### config.mk
export PLATFORM = sky130hd
export DESIGN_NAME = odo_cordic
export DESIGN_NICKNAME = d
export VERILOG_FILES = /design/src/rtl/odo_pkg.sv /design/src/rtl/odo_cordic.sv
export SDC_FILE = /design/constraint.sdc
export NUM_CORES = 1
export LEC_CHECK = 0
export BUFFER_PORTS_ARGS = -buffer_cell sky130_fd_sc_hd__buf_2
export CAP_MARGIN = 20
export CORE_MARGIN = 3
export CORE_UTILIZATION = 50
export CTS_CLUSTER_SIZE = 10
export DETAILED_ROUTE_END_ITERATION = 10
export HOLD_SLACK_MARGIN = 0.12
export PLACE_DENSITY = 0.66
export SLEW_MARGIN = 20
export SYNTH_ARGS = -nofsm -noshare
export SYNTH_HDL_FRONTEND = slang
export SYNTH_SLANG_ARGS = --single-unit
### constraint.sdc
create_clock -name clk -period 5.2 [get_ports clk]
set_input_delay 0.52 -clock clk [delete_from_list [all_inputs] [get_ports clk]]
set_output_delay 0.52 -clock clk [all_outputs]
set_load 0.01 [all_outputs]
### src/rtl/odo_pkg.sv
// odometry package: register indexes, fixed-point constants, cordic arctangent table
// and the rounding and saturation helpers
// no dependencies
package odo_pkg;

  localparam int AddrWidth = 4;
  localparam int DivSteps  = 50;
  localparam int CordSteps = 16;

  // register indexes
  localparam logic [1:0] REG_RADIUS  = 2'd0;
  localparam logic [1:0] REG_SPACING = 2'd1;
  localparam logic [1:0] REG_TICK    = 2'd2;

  localparam logic [15:0] RADIUS_RST  = 16'd8;
  localparam logic [15:0] SPACING_RST = 16'd53;
  localparam logic [15:0] TICK_RST    = 16'd655;

  // round(2^32 / (2 pi)) and cordic start value 1/gain in Q30
  localparam logic [31:0] INV_TWO_PI   = 32'd683565276;
  localparam logic signed [31:0] CORD_X0 = 32'sd652032874;
  localparam logic signed [31:0] Q30_ONE = 32'sd1073741824;

  // arctangent of 2^-i in units of 2^32 per turn
  function automatic logic [31:0] atan_step(input logic [3:0] i);
    logic [31:0] v;
    begin
      unique case (i)
        4'd0:  v = 32'h20000000;
        4'd1:  v = 32'h12E4051E;
        4'd2:  v = 32'h09FB385B;
        4'd3:  v = 32'h051111D4;
        4'd4:  v = 32'h028B0D43;
        4'd5:  v = 32'h0145D7E1;
        4'd6:  v = 32'h00A2F61E;
        4'd7:  v = 32'h00517C55;
        4'd8:  v = 32'h0028BE53;
        4'd9:  v = 32'h00145F2F;
        4'd10: v = 32'h000A2F98;
        4'd11: v = 32'h000517CC;
        4'd12: v = 32'h00028BE6;
        4'd13: v = 32'h000145F3;
        4'd14: v = 32'h0000A2FA;
        default: v = 32'h0000517D;
      endcase
      return v;
    end
  endfunction

  // product over 2^30, rounded half away from zero
  function automatic logic signed [38:0] rnd30(input logic signed [66:0] p);
    logic [66:0] mag;
    logic [67:0] t;
    logic [37:0] q;
    begin
      mag = p[66] ? 67'(-p) : 67'(p);
      t   = {1'b0, mag} + 68'(1 << 29);
      q   = t[67:30];
      return p[66] ? -$signed({1'b0, q}) : $signed({1'b0, q});
    end
  endfunction

  // clamp to the signed 32-bit range
  function automatic logic signed [31:0] sat32(input logic signed [39:0] v);
    logic signed [31:0] r;
    begin
      if (v > 40'sd2147483647)
        r = 32'sh7FFFFFFF;
      else if (v < -40'sd2147483648)
        r = 32'sh80000000;
      else
        r = v[31:0];
      return r;
    end
  endfunction

endpackage

### src/rtl/odo_cordic.sv
// odometry cosine and sine of a binary angle, one cordic rotation per cycle
// depends on odo_pkg
module odo_cordic (
  input  logic               clk,
  input  logic               rst,
  input  logic               start,
  input  logic [15:0]        heading,
  output logic               done,
  output logic signed [31:0] cos_q30,
  output logic signed [31:0] sin_q30
);
  import odo_pkg::*;

  logic               busy;
  logic [3:0]         idx;
  logic               flip;
  logic signed [31:0] x;
  logic signed [31:0] y;
  logic signed [31:0] z;
  logic signed [31:0] xs;
  logic signed [31:0] ys;
  logic signed [31:0] xc;
  logic signed [31:0] yc;
  logic               flip_in;

  // left half plane is turned by half a turn
  assign flip_in = heading[15] ^ heading[14];
  assign xs      = x >>> idx;
  assign ys      = y >>> idx;

  // control
  always_ff @(posedge clk) begin
    if (rst) begin
      busy <= 1'b0;
      done <= 1'b0;
      idx  <= '0;
    end else begin
      done <= 1'b0;
      if (start) begin
        busy <= 1'b1;
        idx  <= '0;
      end else if (busy) begin
        idx <= idx + 1'b1;
        if (idx == 4'(CordSteps - 1)) begin
          busy <= 1'b0;
          done <= 1'b1;
        end
      end
    end
  end

  // rotation datapath
  always_ff @(posedge clk) begin
    if (start) begin
      flip <= flip_in;
      x    <= CORD_X0;
      y    <= '0;
      z    <= $signed({heading[15] ^ flip_in, heading[14:0], 16'h0000});
    end else if (busy) begin
      if (!z[31]) begin
        x <= x - ys;
        y <= y + xs;
        z <= z - $signed(atan_step(idx));
      end else begin
        x <= x + ys;
        y <= y - xs;
        z <= z + $signed(atan_step(idx));
      end
    end
  end

  // clamp to the unit and undo the half turn
  always_comb begin
    xc = (x > Q30_ONE) ? Q30_ONE : ((x < -Q30_ONE) ? -Q30_ONE : x);
    yc = (y > Q30_ONE) ? Q30_ONE : ((y < -Q30_ONE) ? -Q30_ONE : y);
    cos_q30 = flip ? -xc : xc;
    sin_q30 = flip ? -yc : yc;
  end

endmodule

Word-level counts from Yosys, hierarchy flattened
Memories as Yosys holds them, arrays and structs flattened. A register that Yosys moved wholly into a read port is not among the register bits.
Cells that the tools add are included.
W data, S select, Z words.
{ "totals": {"output_inout_bits": 65, "n_memories": 2, "elab_cells": 57, "romBits": 960, "regBits": 103, "input_bits": 19} }
{ "classes": {"shifts": 2, "n_lt_le_gt_ge": 4, "bitwise": 3, "eq_ne": 1, "n_reduce_logical": 3, "n_addsub": 9, "mux": 25} }
{ "memory_table": {"columns": ["memory", "depth", "width", "rd", "rd_ports_with_merged_regs", "write_ports", "line", "rtl"], "rows": [
  ["(name not given)", 16, 30, 1, 1, 0, "odo_pkg.sv:28", "unique case (i)"],
  ["(name not given)", 16, 30, 1, 1, 0, "odo_pkg.sv:28", null]
]} }
{ "op_table": {"columns": ["op", "n"], "rows": [
  ["$mux W32", 17],
  ["$add A32 B32 Y32", 3],
  ["$sub A32 B32 Y32", 3],
  ["$gt A32 B32 Y1 const B", 2],
  ["$lt A32 B31 Y1 const B", 2],
  ["$neg A32 Y32", 2],
  ["$sshr A32 B4 Y32", 2],
  ["$mux W4", 4],
  ["$add A4 B1 Y4 const B", 1],
  ["$eq A4 B4 Y1 const B", 1],
  ["$mux W1", 4],
  ["$reduce_or A3 Y1", 1],
  ["$reduce_bool A2 Y1", 1],
  ["$reduce_or A2 Y1", 1],
  ["$xor A1 B1 Y1", 2],
  ["$not A1 Y1", 1]
]} }

Logic depth before layout (Yosys ltp)
{ "depth": {"ltp_word": 7, "mapped_depth": 30, "ltp_nobuf": 26} }

Worst setup path before layout
No wires, ideal clock.
{ "synth_path": {"path_type": "reg-to-reg", "startpoint": "register idx[3]", "endpoint": "register y[31]", "stages_incl_launch_ff": 30, "slack_ns": -0.558, "required_time_ns": 5.070, "arrival_time_ns": 5.627, "setup_time_ns": 0.130, "path_buffers": 6, "period_less_slack_ns": 5.758, "path_cell_list": "dfxtp_1 > clkbuf_1 > buf_1 > clkbuf_1 > clkbuf_1 > clkbuf_1 > clkbuf_1 > a21oi_1 > a21oi_1 > ha_1 > o221ai_1 > nor2_1 > a22o_1 > a21boi_0 > o21a_1 > and4_1 > nor2b_1 > nor2_1 > xor2_1 > ha_1 > a21o_1 > a21o_1 > a21oi_1 > nor2_1 > a21oi_1 > o31ai_1 > o221ai_1 > xor2_1 > a21o_1 > a21oi_2"} }
{ "synth_via": {"elab_chain_cells": 3, "word_cells_on_any_way": 4, "classes_between": "add/sub: 2; shift: 1; mux: 1"} }
{ "synth_lines": {"columns": ["item", "line", "rtl"], "rows": [
  ["from (decl)", "odo_cordic.sv:15", "logic [3:0] idx;"],
  ["from (signal assigned)", "odo_cordic.sv:43", "idx <= idx + 1'b1;"],
  ["$sshr A32 B4 Y32 *", "odo_cordic.sv:28", "assign xs = x >>> idx;"],
  ["$add A32 B32 Y32 or $sub A32 B32 Y32 (tied branches)", "odo_cordic.sv:62, odo_cordic.sv:66", null],
  ["$mux W32 *", "odo_cordic.sv:60", "if (!z[31]) begin"],
  ["to (signal assigned)", "odo_cordic.sv:62", "y <= y + xs;"],
  ["to (signal assigned)", "odo_cordic.sv:66", "y <= y - xs;"],
  ["to (decl)", "odo_cordic.sv:18", "logic signed [31:0] y;"]
]} }
Mark *: on every way between the ends. The rest lies on a longest branch, timed or not.
A chain may end at the register's enable or synchronous reset.

Worst setup path after layout
{ "layout_path": {"startpoint": "register idx[1]", "endpoint": "register x[31]"} }
{ "layout_via": {"elab_chain_cells": 3, "word_cells_on_any_way": 4, "classes_between": "add/sub: 2; shift: 1; mux: 1"} }
{ "layout_lines": {"columns": ["item", "line", "rtl"], "rows": [
  ["$sshr A32 B4 Y32 *", "odo_cordic.sv:29", "assign ys = y >>> idx;"],
  ["$sub A32 B32 Y32 or $add A32 B32 Y32 (tied branches)", "odo_cordic.sv:61, odo_cordic.sv:65", null],
  ["$mux W32 *", "odo_cordic.sv:60", null],
  ["to (signal assigned)", "odo_cordic.sv:61", "x <= x - ys;"],
  ["to (signal assigned)", "odo_cordic.sv:65", "x <= x + ys;"],
  ["to (decl)", "odo_cordic.sv:17", "logic signed [31:0] x;"]
]} }
Marked as above.

==> results.py <==
metrics = {
    "routing": {
        "routed_via_density": 6.22,
        "vias": 18683,
        "drt_iter0_drc": 1462,
        "postRouteAntennaNets": 0,
        "wl_um": 63100,
        "drc": 0,
        "detail_route.wl_per_cell_um": 21.0,
        "first_pass_iters": 8,
    },
    "setup_path": {
        "rr_endpoint": "x[31]",
        "worstPathMaxFanout": 12,
        "slowest_stage": "dfxtp_4",
        "timing.rr.start": "idx[1]",
        "path_depth": 23,
        "critPathMaxStageDelay_ps": 390,
        "rr_worst_depth": 23,
        "crit_buf_inv": 4,
        "required_ps": 5550,
        "r2r_setup_slack_ps": -70,
        "crit_chain": "buf_12 > buf_6 > and2_4 > a22o_1 > or2_4 > a21oi_2 > ha_4 > nand4_1 > buf_4 > nor3_4 > buf_6 > a31oi_4 > xor2_2 > ha_4 > nand4_1 > or3_1 > o22a_1 > a211o_1 > a311oi_2 > a221o_1 > o21ai_1 > a21oi_2 > mux2_4",
        "arrival_ps": 5630,
        "end_kind": "flop",
        "critical_path.startpoint_type": "flop",
        "cp_top_family": "compound AO/OA/AOI/OAI gates",
        "critPathKind": "flop to flop",
    },
    "sta": {
        "tightest_slew_ps": 1030,
        "tns_ps": -166,
        "fmax_mhz": 190,
        "final.setup.worst_slack_ps": -74.5,
        "final_max_slew_viol_count": 0,
        "period_share": 1.01,
        "fin_hold_ws_ps": 261,
        "hold_violations": 0,
        "slew-limit-headroom": 0.313,
        "fin_skew_ps": 12.3,
        "rsz0062_at_grt": "true",
        "setup_violations": 3,
        "min_period_ps": 5270,
    },
    "global_route": {
        "grt_start_max_net_pins": 60,
        "overflow": 0,
        "grt_pass1_vias": 17696,
        "grt_first_pass_wirelength_um": 96300,
        "grt.total_usage": 0.334,
        "antenna_found_initial": 0,
    },
    "logic_synthesis": {
        "synthArstFlopShare": 0,
        "syn_nets": 2367,
        "syn_inst": 2232,
        "synth_area_leaders": "dfxtp_1 (14%), ha_1 (8.3%), mux4_2 (7.3%)",
        "yosysSeqAreaShare": 0.166,
        "synth_area_sq_um": 17100,
        "yosys.area.top_type_share": 0.136,
        "yosysTopAreaCell": "dfxtp_1",
        "synth_seq_cells": 133,
        "synth_edf_count": 17,
        "yosys_most_used_dff": "dfxtp_1",
        "yosys_warnings": 0,
        "syn_avg_cell_area_sq_um": 7.64,
        "yosysUniqueCellTypes": 91,
    },
    "power_and_ir_drop": {
        "power_density_nw_per_um2": 630,
        "ir_drop_uv": 341,
        "p_leak_nw": 9.32,
    },
    "layout": {
        "final_cell_mix": "buf_4 (344), nor2_1 (245), nand2_1 (220), a21oi_1 (169), o21ai_0 (118)",
        "fin_nets": 2679,
        "mostFrequentLayoutCell": "buf_4",
        "n_antenna_cell": 0,
        "final_util": 0.641,
        "drive_above_1_share": 0.275,
        "area_delta_synth_final_pct": 26.3,
    },
    "job": {
        "max-cap-violations": 0,
    },
    "floorplan": {
        "ios": 84,
        "dieArea_sq_um": 36400,
        "die_h_um": 191,
        "rows": 67,
        "initial_core_util": 0.507,
        "core_sq_um": 33600,
        "die_x_um": 191,
    },
    "place": {
        "dp_hpwl_um": 47400,
        "port_buffers": 83,
        "gp_congestion": 0.969,
    },
    "clock_network": {
        "hold_buffers": 0,
        "clock_latency_ps": 470,
        "path_clk_slew_ps": 80,
        "htreeDepth": 4,
        "clk_path_buf_depth": 2,
        "cts-root-buf": "clkbuf_16",
        "cts.sinks": 133,
        "cts_buffers": 17,
        "cts_tree": "done",
    },
    "worst_hold_path": {
        "min-delay-start": "rst",
        "hold_depth": 2,
        "min_delay_worst_endpoint": "busy",
        "holdCritPathClass": "input port to flop",
    },
    "status": {
        "status": "complete, but fails checks",
        "violations": "setup timing",
    },
}
where the power goes:
group          internal, W  total [W]  leakage, nW  switching (W)
clock network     0.000652    0.00128        0.296       0.000628
registers          0.00126    0.00160         1.13       0.000331
logic              0.00503     0.0107         7.89        0.00568
worst reg2reg max path: stages, from the launching register on:
cell and delay, ps:
dfxtp_4 390, buf_12 160, buf_6 150, and2_4 180, a22o_1 280, or2_4 260, a21oi_2 230, ha_4 190
nand4_1 130, buf_4 180, nor3_4 130, buf_6 140, a31oi_4 100, xor2_2 190, ha_4 300, nand4_1 110
or3_1 390, o22a_1 220, a211o_1 310, a311oi_2 350, a221o_1 220, o21ai_1 80, a21oi_2 160, mux2_4 310
layer usage:
metal,GRT usage,vias up,wire [um]
li1,-,8801,-
met1,0.413,8883,25300
met2,0.567,803,30300
met3,0.0570,196,4380
met4,0.156,0,3140
met5,0,-,0
area by class of cell:
| type | count | area, sq um |
|---|---|---|
| Clock buffer | 17 | 425 |
| Sequential cell | 133 | 2850 |
| Multi-Input combinational cell | 1880 | 14000 |
| Clock inverter | 15 | 181 |
| Fill cell | 2949 | 12100 |
| Inverter | 62 | 233 |
| Timing Repair Buffer | 450 | 3350 |
| Tap cell | 448 | 561 |
through the flow:
stage,cells,power (W),setup slack [ps],instance area [sq um]
3_5_place_dp,2920,0.0113,-334,19800
6_report,3005,0.0136,-74.5,21500
3_3_place_gp,2920,0.0111,-156,19800
5_1_grt,3005,0.0146,-249,21500
2_1_floorplan,2232,0.00759,14.4,17100
4_1_cts,2976,0.0128,-3.45,20800
kinds of logic after synthesis:
logic type                 share of synthesized area
buffers and inverters                         0.0535
DFF                                            0.166
xor gates and xnor gates                       0.102
adders and majority gates                     0.0864
AOI/OAI and AO/OA                              0.245
and+or+nand+nor                                0.203
muxes                                          0.145
synth_stat cells, types with 20 or more instances:
cell type and n:
clkbuf_1 107, mux4_2 55, nand2b_1 20, a21oi_1 190, o21a_1 25, nor3_1 58, nor2_1 251, inv_1 58
nor2b_1 25, nand2_1 224, or3_1 26, mux2_2 28, nand4_1 21, nand3_1 32, mux2i_1 90, xnor2_1 91
a211oi_1 23, dfxtp_1 116, ha_1 113, buf_1 20, a21o_1 40, xor2_1 107, o21ai_0 129, a31oi_1 34
what timing repair did:
action,in CTS,in global routing
buffers inserted,26,30
pin swaps,34,93
resized for setup,58,104
endpoints found under the setup margin,32,52
worst max-delay path by stage:
stage / end / slack [ps] / start
floorplan: y[28] / 10 / idx[3]
finish: x[31] / -70 / idx[1]
CTS: y[29] / -3 / idx[1]
global placement: x[31] / -160 / idx[1]
global route: x[31] / -250 / idx[1]
detailed placement: y[31] / -330 / idx[1]
Note: power is estimated with default switching activity, not from simulation.
