## config.mk

```make
export PLATFORM = sky130hd
export DESIGN_NAME = odo_div
export DESIGN_NICKNAME = d
export VERILOG_FILES = /design/src/rtl/odo_pkg.sv /design/src/rtl/odo_div.sv
export SDC_FILE = /design/constraint.sdc
export NUM_CORES = 1
export LEC_CHECK = 0
export BUFFER_PORTS_ARGS = -buffer_cell sky130_fd_sc_hd__buf_2
export CORE_MARGIN = 3
export CORE_UTILIZATION = 56
export CTS_CLUSTER_DIAMETER = 120
export CTS_CLUSTER_SIZE = 14
export DETAILED_ROUTE_END_ITERATION = 8
export PLACE_DENSITY = 0.85
export SYNTH_ARGS = -nofsm -noshare
export SYNTH_HDL_FRONTEND = slang
export SYNTH_SLANG_ARGS = --single-unit
```

## constraint.sdc

```tcl
create_clock -name clk -period 4.2 [get_ports clk]
set_input_delay 0.42 -clock clk [delete_from_list [all_inputs] [get_ports clk]]
set_output_delay 0.42 -clock clk [all_outputs]
set_load 0.005 [all_outputs]
```

## src/rtl/odo_pkg.sv

```systemverilog
// odometry package: register indexes, fixed-point constants, cordic arctangent table
// and the rounding and saturation helpers
// no dependencies
package odo_pkg;

  localparam int AddrWidth = 4;
  localparam int DivSteps  = 50;
  localparam int CordSteps = 16;

  // register indexes
  localparam logic [1:0] REG_RADIUS  = 2'd0;
  localparam logic [1:0] REG_SPACING = 2'd1;
  localparam logic [1:0] REG_TICK    = 2'd2;

  localparam logic [15:0] RADIUS_RST  = 16'd8;
  localparam logic [15:0] SPACING_RST = 16'd53;
  localparam logic [15:0] TICK_RST    = 16'd655;

  // round(2^32 / (2 pi)) and cordic start value 1/gain in Q30
  localparam logic [31:0] INV_TWO_PI   = 32'd683565276;
  localparam logic signed [31:0] CORD_X0 = 32'sd652032874;
  localparam logic signed [31:0] Q30_ONE = 32'sd1073741824;

  // arctangent of 2^-i in units of 2^32 per turn
  function automatic logic [31:0] atan_step(input logic [3:0] i);
    logic [31:0] v;
    begin
      unique case (i)
        4'd0:  v = 32'h20000000;
        4'd1:  v = 32'h12E4051E;
        4'd2:  v = 32'h09FB385B;
        4'd3:  v = 32'h051111D4;
        4'd4:  v = 32'h028B0D43;
        4'd5:  v = 32'h0145D7E1;
        4'd6:  v = 32'h00A2F61E;
        4'd7:  v = 32'h00517C55;
        4'd8:  v = 32'h0028BE53;
        4'd9:  v = 32'h00145F2F;
        4'd10: v = 32'h000A2F98;
        4'd11: v = 32'h000517CC;
        4'd12: v = 32'h00028BE6;
        4'd13: v = 32'h000145F3;
        4'd14: v = 32'h0000A2FA;
        default: v = 32'h0000517D;
      endcase
      return v;
    end
  endfunction

  // product over 2^30, rounded half away from zero
  function automatic logic signed [38:0] rnd30(input logic signed [66:0] p);
    logic [66:0] mag;
    logic [67:0] t;
    logic [37:0] q;
    begin
      mag = p[66] ? 67'(-p) : 67'(p);
      t   = {1'b0, mag} + 68'(1 << 29);
      q   = t[67:30];
      return p[66] ? -$signed({1'b0, q}) : $signed({1'b0, q});
    end
  endfunction

  // clamp to the signed 32-bit range
  function automatic logic signed [31:0] sat32(input logic signed [39:0] v);
    logic signed [31:0] r;
    begin
      if (v > 40'sd2147483647)
        r = 32'sh7FFFFFFF;
      else if (v < -40'sd2147483648)
        r = 32'sh80000000;
      else
        r = v[31:0];
      return r;
    end
  endfunction

endpackage

```

## src/rtl/odo_div.sv

```systemverilog
// odometry restoring divider, one quotient bit per cycle
// depends on odo_pkg
module odo_div (
  input  logic                          clk,
  input  logic                          rst,
  input  logic                          start,
  input  logic [odo_pkg::DivSteps-1:0]  dividend,
  input  logic [15:0]                   divisor,
  output logic                          done,
  output logic [odo_pkg::DivSteps-1:0]  quotient
);
  import odo_pkg::*;

  localparam int CntW = $clog2(DivSteps);

  logic            busy;
  logic [CntW-1:0] cnt;
  logic [15:0]     rem;
  logic [16:0]     trial;
  logic            fits;

  // trial subtract of the divisor from the shifted remainder
  assign trial = {rem, quotient[DivSteps-1]};
  assign fits  = trial >= {1'b0, divisor};

  // control
  always_ff @(posedge clk) begin
    if (rst) begin
      busy <= 1'b0;
      done <= 1'b0;
      cnt  <= '0;
    end else begin
      done <= 1'b0;
      if (start) begin
        busy <= 1'b1;
        cnt  <= '0;
      end else if (busy) begin
        cnt <= cnt + 1'b1;
        if (cnt == CntW'(DivSteps - 1)) begin
          busy <= 1'b0;
          done <= 1'b1;
        end
      end
    end
  end

  // datapath
  always_ff @(posedge clk) begin
    if (start) begin
      rem      <= '0;
      quotient <= dividend;
    end else if (busy) begin
      rem      <= fits ? 16'(trial - {1'b0, divisor}) : trial[15:0];
      quotient <= {quotient[DivSteps-2:0], fits};
    end
  end

endmodule

```

# Yosys cells after proc, flatten, opt, wreduce, memory -nomap -nowiden
# Index checks and enable logic that the tools add are counted.
# Widths: inputs -> output; s select.
# classes
n_bitwise	1
addsub	2
order_cmp	1
eq_ne	1
muxes	7
reduce_logical	3
# ops
op	count
$mux 50	2
$ge 17x16->1	1
$mux 16	1
$sub 16x16->16	1
$add 6x1->6 const B	1
$eq 6x6->1 const B	1
$mux 1	4
$reduce_or 3->1	1
$reduce_bool 2->1	1
$reduce_or 2->1	1
$not 1->1	1
# totals
wordCells	20
in_bits	69
out_inout_bits	51
ff_bits	74

# Logic depth before layout (Yosys ltp)
# Gate-level depths: netlist (run 1).
# depth
ltp_word	4
ltp_mapped	10
depth_no_buf	9

# Worst setup path before layout (run 1)
# OpenSTA, ideal clock, no wires.
# synth_path
kind	input to register
start	input port divisor[14]
end	register rem[0]
t_arrival_ns	2.213
required_ns	4.114
path_slack_ns	1.901
path_stages	8
cell_sequence	inv_1 -> ha_1 -> a21o_1 -> a211o_1 -> a31oi_2 -> a31o_2 -> mux2_1 -> a211oi_1
# synth_via
elab_chain_len	2
# synth_lines
element	line_no	text
start, declared	odo_div.sv:8	input logic [15:0] divisor,
$ge 17x16->1	odo_div.sv:24	assign fits = trial >= {1'b0, divisor};
$mux 16	odo_div.sv:53	rem <= fits ? 16'(trial - {1'b0, divisor}) : trial[15:0];
end signal, assigned	odo_div.sv:53	
end, declared	odo_div.sv:18	logic [15:0] rem;
# No other way between the ends.
# A chain may end at the register's enable or synchronous reset.

# Final worst setup path (run 1)
# layout_path
start	register rem[13]
end	register rem[0]
# layout_via
elab_chain_len	2
# layout_lines
element	line_no
$ge 17x16->1	odo_div.sv:24
$mux 16	odo_div.sv:53
# No other way between the ends.

==> results of run 1 <==
==> power groups by stage <==
stage | Clock (mW) | Sequential, mW | Combinational, mW
2_1_floorplan | 0 | 0.901 | 0.189
3_3_place_gp | 0 | 0.898 | 0.307
3_5_place_dp | 0 | 0.900 | 0.317
4_1_cts | 0.469 | 0.886 | 0.319
5_1_grt | 0.499 | 0.894 | 0.354
6_report | 0.463 | 0.886 | 0.320
==> worst max path at each step <==
stage          endpoint  slack [ps]        start  depth (start not counted)
3_3_place_gp     rem[0]        1590   divisor[6]                          9
6_report         rem[0]        1690      rem[13]                          7
5_1_grt          rem[0]        1530       rem[5]                          7
3_5_place_dp     rem[0]        1500  divisor[14]                          9
2_1_floorplan    rem[0]        1900  divisor[14]                          8
4_1_cts          rem[0]        1700      rem[13]                          7
==> final cells by class <==
cell class / instances / area (um^2) / area share (%)
clock buffer: 9 / 124 / 2.52
clock inverter: 7 / 36.3 / 0.738
inverter: 23 / 86.3 / 1.76
multi-input combinational: 249 / 1960 / 39.8
sequential: 74 / 1980 / 40.3
tap: 96 / 120 / 2.44
timing repair buffer: 121 / 611 / 12.4
==> per-stage QoR <==
stage | total power, mW | instance area (um^2) | hold WS [ps]
after global placement | 1.20 | 4750 | 456
final | 1.67 | 4910 | 244
after CTS | 1.67 | 4910 | 230
after global routing | 1.75 | 4910 | 251
after floorplan | 1.09 | 4090 | 440
after detailed placement | 1.22 | 4750 | 471
==> logic make-up after synthesis <==
kind of cell	after synthesis	share of synthesized area [%]
muxes	56	15.3
and+or+nand+nor	81	9.70
DFF	74	48.5
xor gates and xnor gates	9	1.93
buffers and inverters	38	3.73
adders and majority gates	19	6.00
AOI/OAI and AO/OA	84	14.9
==> per-layer routing <==
metal  GRT usage [%]  vias to the layer above  share of wire, %
met5               0                        -                 0
met3            6.46                       23               5.5
met4            9.05                        0               2.6
li1                -                     1591                 -
met1            27.3                     1577                41
met2            39.9                      127                51
==> layout by cell type (no fill, tap or decap), types with 5 or more instances in the layout <==
cell	n
clkbuf_8	9
nand2_1	17
a21oi_1	15
and3_1	5
dfxtp_1	24
o21ai_0	7
edfxtp_1	50
ha_1	18
nand2b_1	5
buf_2	119
a211oi_1	5
nor2_1	26
nor3_1	6
mux2_1	24
o21ai_1	13
xnor2_1	5
inv_1	22
mux2_2	27
a311oi_1	5
mux2i_1	5
==> worst register-to-register path: stages, from the launching register on <==
cell and delay, ps:
dfxtp_1 340, ha_1 360, a21o_1 210, a211o_1 330, a31oi_2 240, a31o_2 370
mux2_1 360, a211oi_1 220
==> registers in the layout, indices dropped and copies added (netlist names) <==
signal / cells
done: 1
cnt: 6
quotient: 50
busy: 1
rem: 16
==> synth_stat cells (6+ instances only) <==
library cell   n  area share, %
inv_1         23            2.1
mux2_1        24            6.6
nor2_1        26            2.4
o21ai_1       13            1.6
dfxtp_1       24             12
nor3_1         6           0.73
clkbuf_1      11            1.0
mux2_2        27            7.4
nand2_1       17            1.6
a21oi_1       15            1.8
o21ai_0        7           0.86
edfxtp_1      50             37
ha_1          18            5.5
==> qor.yml, run 1 <==
outcome: "finished clean"
via_per_inst: 5.73
critPathMaxStageDelay_ps: 370
p_int_mw: 1.21
synthesis.nets: 449
rr_startpoint: "rem[13]"
netSwitchingPower_uw: 456
placed_cells: 563
fin_cells: 579
powerDensity_nw_per_um2: 340
ant_nets: 0
clockRootBuffer: "clkbuf_8"
cts_max_level: 3
crit_family: "compound AO/OA/AOI/OAI gates"
slew_headroom_pct: 31.2
r2r-end: "rem[0]"
ys.flop_type: "edfxtp_1"
dieArea_um2: 8360
clk_latency_ps: 340
synthArstFlopShare_pct: 0
p_seq_share_pct: 53.1
cp-start-kind: "flip-flop"
hold_violations: 0
grtUsageTotal_pct: 23.2
cts.clk_slew.worst_paths_ps: 80
clkPwrFrac_pct: 27.7
leakage_nw: 2.14
tightest_slew_ps: 1030
netlist_area_um2: 4090
overflow: 0
critical_path_arrival_ps: 2770
cts.sinks: 74
fin_ws_ps: 1690
switching_share_pct: 27.3
totalWireLength_um: 9590
vias: 3318
die_w_um: 91.5
cts_tree: "yes"
syn2layout_area_growth_pct: 20.2
io_pins: 120
path_cells: "ha_1 -> a21o_1 -> a211o_1 -> a31oi_2 -> a31o_2 -> mux2_1 -> a211oi_1"
hp-start: "rst"
rows: 30
combPwrFrac_pct: 19.2
syn_inst: 361
fin_tns_setup_ps: 0
grt_pass1_wl_um: 15600
ys_warn_count: 0
ir_drop_uv: 240
fin_crit_ps: 2510
drt-wirelength-per-cell_um: 16.6
drc: 0
ctsResizeCount: 0
skew_ps: 7.95
antenna_found_initial: 0
endpoint_kind: "flip-flop"
synth-edff-count: 50
setup_viol: 0
slowest_stage: "a31o_2"
final_core_util_pct: 70.8
cts_buffer_depth: 2
critical_path_class: "reg -> reg"
r2r_cells: 7
holdBufCountCts: 0
grt_pass1_vias: 3360
core_area_um2: 6940
finalCritPeriodShare_pct: 59.8
ys_seq_area_share_pct: 48.5
critPathRequiredTime_ps: 4460
worstPathMaxFanout: 12
slew_viol_final: 0
fill_cells: 521
dieHeight_um: 91.5
rrSetupSlack_ps: 1690
post_cts_buffers: 0
rsz0062_at_grt: "false"
ys_ff_latch: 74
nets: 566
numCtsBuffers: 9
synth.distinct_cells: 56
critPathBufInv: 0
diodes: 0
timing.fmax_mhz: 398
drt_iter0_markers: 273
hold_depth: 2
place_congestion: 0.951
hold-path-endpoint: "busy"
dpl.hpwl_um: 6980
maxCapViolations: 0
io_buffers: 119
place_ws_ps: 1500
min_path_type: "in -> reg"
start_util_pct: 58.9
grt_max_degree: 63
syn_avg_cell_area_um2: 11.3
drive_above_1_share_pct: 34.6
firstDrtPassIters: 5
Note: power is estimated with default switching activity, not from simulation.
==> run 2: changes to the inputs <==
--- a/config.mk
+++ b/config.mk
@@ -7,11 +7,11 @@
 export LEC_CHECK = 0
 export BUFFER_PORTS_ARGS = -buffer_cell sky130_fd_sc_hd__buf_2
 export CORE_MARGIN = 3
-export CORE_UTILIZATION = 56
+export CORE_UTILIZATION = 47
 export CTS_CLUSTER_DIAMETER = 120
 export CTS_CLUSTER_SIZE = 14
 export DETAILED_ROUTE_END_ITERATION = 8
-export PLACE_DENSITY = 0.85
+export PLACE_DENSITY = 0.76
 export SYNTH_ARGS = -nofsm -noshare
 export SYNTH_HDL_FRONTEND = slang
 export SYNTH_SLANG_ARGS = --single-unit
==> constraint.sdc (replaced) <==
create_clock -name clk -period 2.28 [get_ports clk]
set_input_delay 0.228 -clock clk [delete_from_list [all_inputs] [get_ports clk]]
set_output_delay 0.228 -clock clk [all_outputs]
set_load 0.005 [all_outputs]
==> run 2 against run 1 <==
The run now ends with setup timing left. Routed wire length is 5.9% higher. Final cell count is 8.1% higher. Critical path depth grew 2. Die area increased by 18%. Clock skew decreased by 1.4 ps. Worst setup slack got worse by 1700 ps. Largest cell class is now multi-input combinational cells.
==> qor.yml, run 2 (synthesis results as in run 1) <==
totalWireLength_um: 10200  # was 9590 um
antenna_found_initial: 0  # unchanged
cts_max_level: 3  # unchanged
final_area_um2: 5440  # was 4910 um^2
io_pins: 120  # unchanged
cts_buffer_depth: 2  # unchanged
dpl.hpwl_um: 7560  # was 6980 um
powerDensity_nw_per_um2: 672  # was 340 nW/um^2
power_mw: 3.66  # was 1.67 mW
largestRegisters: "quotient x50, rem x16, cnt x6"  # unchanged
diodes: 0  # unchanged
seqCellArea_um2: 1980  # about the same
regMostFlops: "quotient"  # unchanged
maxCapViolations: 0  # unchanged
multi_input_area_um2: 2060  # was 1960 um^2
tightest_slew_ps: 784  # was 1030 ps
dieHeight_um: 99.3  # was 91.5 um
nets: 604  # was 566
grt_max_degree: 51  # was 63
fin_ws_ps: -8.14  # was 1690 ps
worstPathMaxFanout: 3  # was 12
skew_ps: 6.55  # was 7.95 ps
critical_path_class: "reg -> reg"  # unchanged
rows: 33  # was 30
via_per_inst: 5.46  # was 5.73
netSwitchingPower_uw: 887  # was 456 uW
ant_nets: 0  # unchanged
firstDrtPassIters: 4  # was 5
clkPwrFrac_pct: 36.6  # was 27.7%
combPwrFrac_pct: 18.6  # was 19.2%
fin_cells: 626  # was 579
holdBufCountCts: 0  # unchanged
rrSetupSlack_ps: -8  # was 1690 ps
hold-path-endpoint: "busy"  # unchanged
finalCritPeriodShare_pct: 100  # was 59.8%
place_area_um2: 5040  # was 4750 um^2
p_int_mw: 2.77  # was 1.21 mW
cts.sinks: 74  # unchanged
grt_pass1_vias: 3290  # was 3360
place_ws_ps: -47.1  # was 1500 ps
largest_reg_flops: 50  # unchanged
drc: 0  # unchanged
core_area_um2: 8340  # was 6940 um^2
start_util_pct: 49.0  # was 58.9%
placed_cells: 605  # was 563
slew_headroom_pct: 47.5  # was 31.2%
timing.fmax_mhz: 437  # was 398 MHz
rsz0062_at_grt: "true"  # was false
r2r_cells: 9  # was 7
setup_viol: 1  # was 0
grt_pass1_wl_um: 15800  # was 15600 um
grtUsageTotal_pct: 20.0  # was 23.2%
drt-wirelength-per-cell_um: 16.2  # was 16.6 um
critPathRequiredTime_ps: 2560  # was 4460 ps
r2r-end: "rem[12]"  # was rem[0]
switching_share_pct: 24.3  # was 27.3%
critical_path_arrival_ps: 2570  # was 2770 ps
critPathLaunch: "quotient[49]"  # was rem[13]
endpoint_kind: "flip-flop"  # unchanged
leakage_nw: 2.38  # was 2.14 nW
clockRootBuffer: "clkbuf_8"  # unchanged
hp-start: "rst"  # unchanged
hold_violations: 0  # unchanged
dieArea_um2: 9860  # was 8360 um^2
cts.clk_slew.worst_paths_ps: 80  # about the same
drive_above_1_share_pct: 42.8  # was 34.6%
die_w_um: 99.3  # was 91.5 um
violations: "setup timing"
p_seq_share_pct: 44.8  # was 53.1%
slew_viol_final: 0  # unchanged
outcome: "complete, but fails checks"  # was finished clean
final_core_util_pct: 65.3  # was 70.8%
io_buffers: 119  # unchanged
layout.cells.most_common: "buf_2"  # unchanged
numCtsBuffers: 9  # unchanged
ir_drop_uv: 535  # was 240 uV
drt_iter0_markers: 174  # was 273
overflow: 0  # unchanged
hold_depth: 2  # unchanged
fill_cells: 645  # was 521
min_path_type: "in -> reg"  # unchanged
fin_crit_ps: 2290  # was 2510 ps
vias: 3419  # was 3318
cp-start-kind: "flip-flop"  # unchanged
clk_latency_ps: 350  # was 340 ps
place_congestion: 0.862  # was 0.951
rr_startpoint: "quotient[49]"  # was rem[13]
syn2layout_area_growth_pct: 33.1  # was 20.2%
layout_common_cells: "119 x buf_2, 50 x edfxtp_1, 38 x buf_4"  # was 119 x buf_2, 50 x edfxtp_1, 27 x mux2_2
cts_tree: "yes"  # unchanged
==> run 2: worst max-delay path, stage by stage (launching register included) <==
cell and delay (ps):
edfxtp_1 420, inv_2 100, ha_4 130, fa_2 210, nor2b_2 50, o31a_1 270
o31a_1 290, or4_4 480, a31o_1 180, o21ai_1 100
==> run 2: cell type report <==
cell class                 count  area share [%]
clock buffer                  10            2.34
clock inverter                 6            2.53
inverter                      23            1.59
multi-input combinational    249            37.8
sequential                    74            36.4
tap                          105            2.41
timing repair buffer         159            16.9
==> run 2: power groups by stage <==
stage	logic [mW]	registers (mW)	clock network, mW
floorplan	0.349	1.66	0
global placement	0.621	1.65	0
detailed placement	0.639	1.66	0
CTS	0.651	1.63	1.36
global route	0.749	1.65	1.42
finish	0.681	1.64	1.34
==> run 2: layer usage <==
metal	wire (um)	share of wire (%)	vias to the layer above	global-route usage (%)
met2	5360	53	90	35.4
met5	0	0	-	0
met4	199	2.0	0	5.57
met1	4170	41	1632	24.6
li1	-	-	1679	-
met3	428	4.2	18	4.28
==> run 2: what timing repair did <==
action	in CTS	in global routing
setup buffers	1	4
setup endpoints to repair	4	10
resized for setup	6	12
endpoints found under the hold margin	0	0
==> run 2: per-stage QoR <==
| step | hold slack, ps | TNS (ps) |
|---|---|---|
| 2_1_floorplan | 300 | 0 |
| 3_3_place_gp | 398 | 0 |
| 3_5_place_dp | 407 | -80.1 |
| 4_1_cts | 26.0 | -17.2 |
| 5_1_grt | 27.0 | -147 |
| 6_report | 47.5 | -8.14 |
==> run 2: worst max-delay path by stage <==
stage | to | slack (ps) | cells past startpoint
floorplan | rem[12] | 80 | 9
global placement | rem[12] | 60 | 9
detailed placement | rem[12] | -50 | 9
CTS | rem[12] | -20 | 9
global route | rem[12] | -80 | 9
finish | rem[12] | -8 | 9
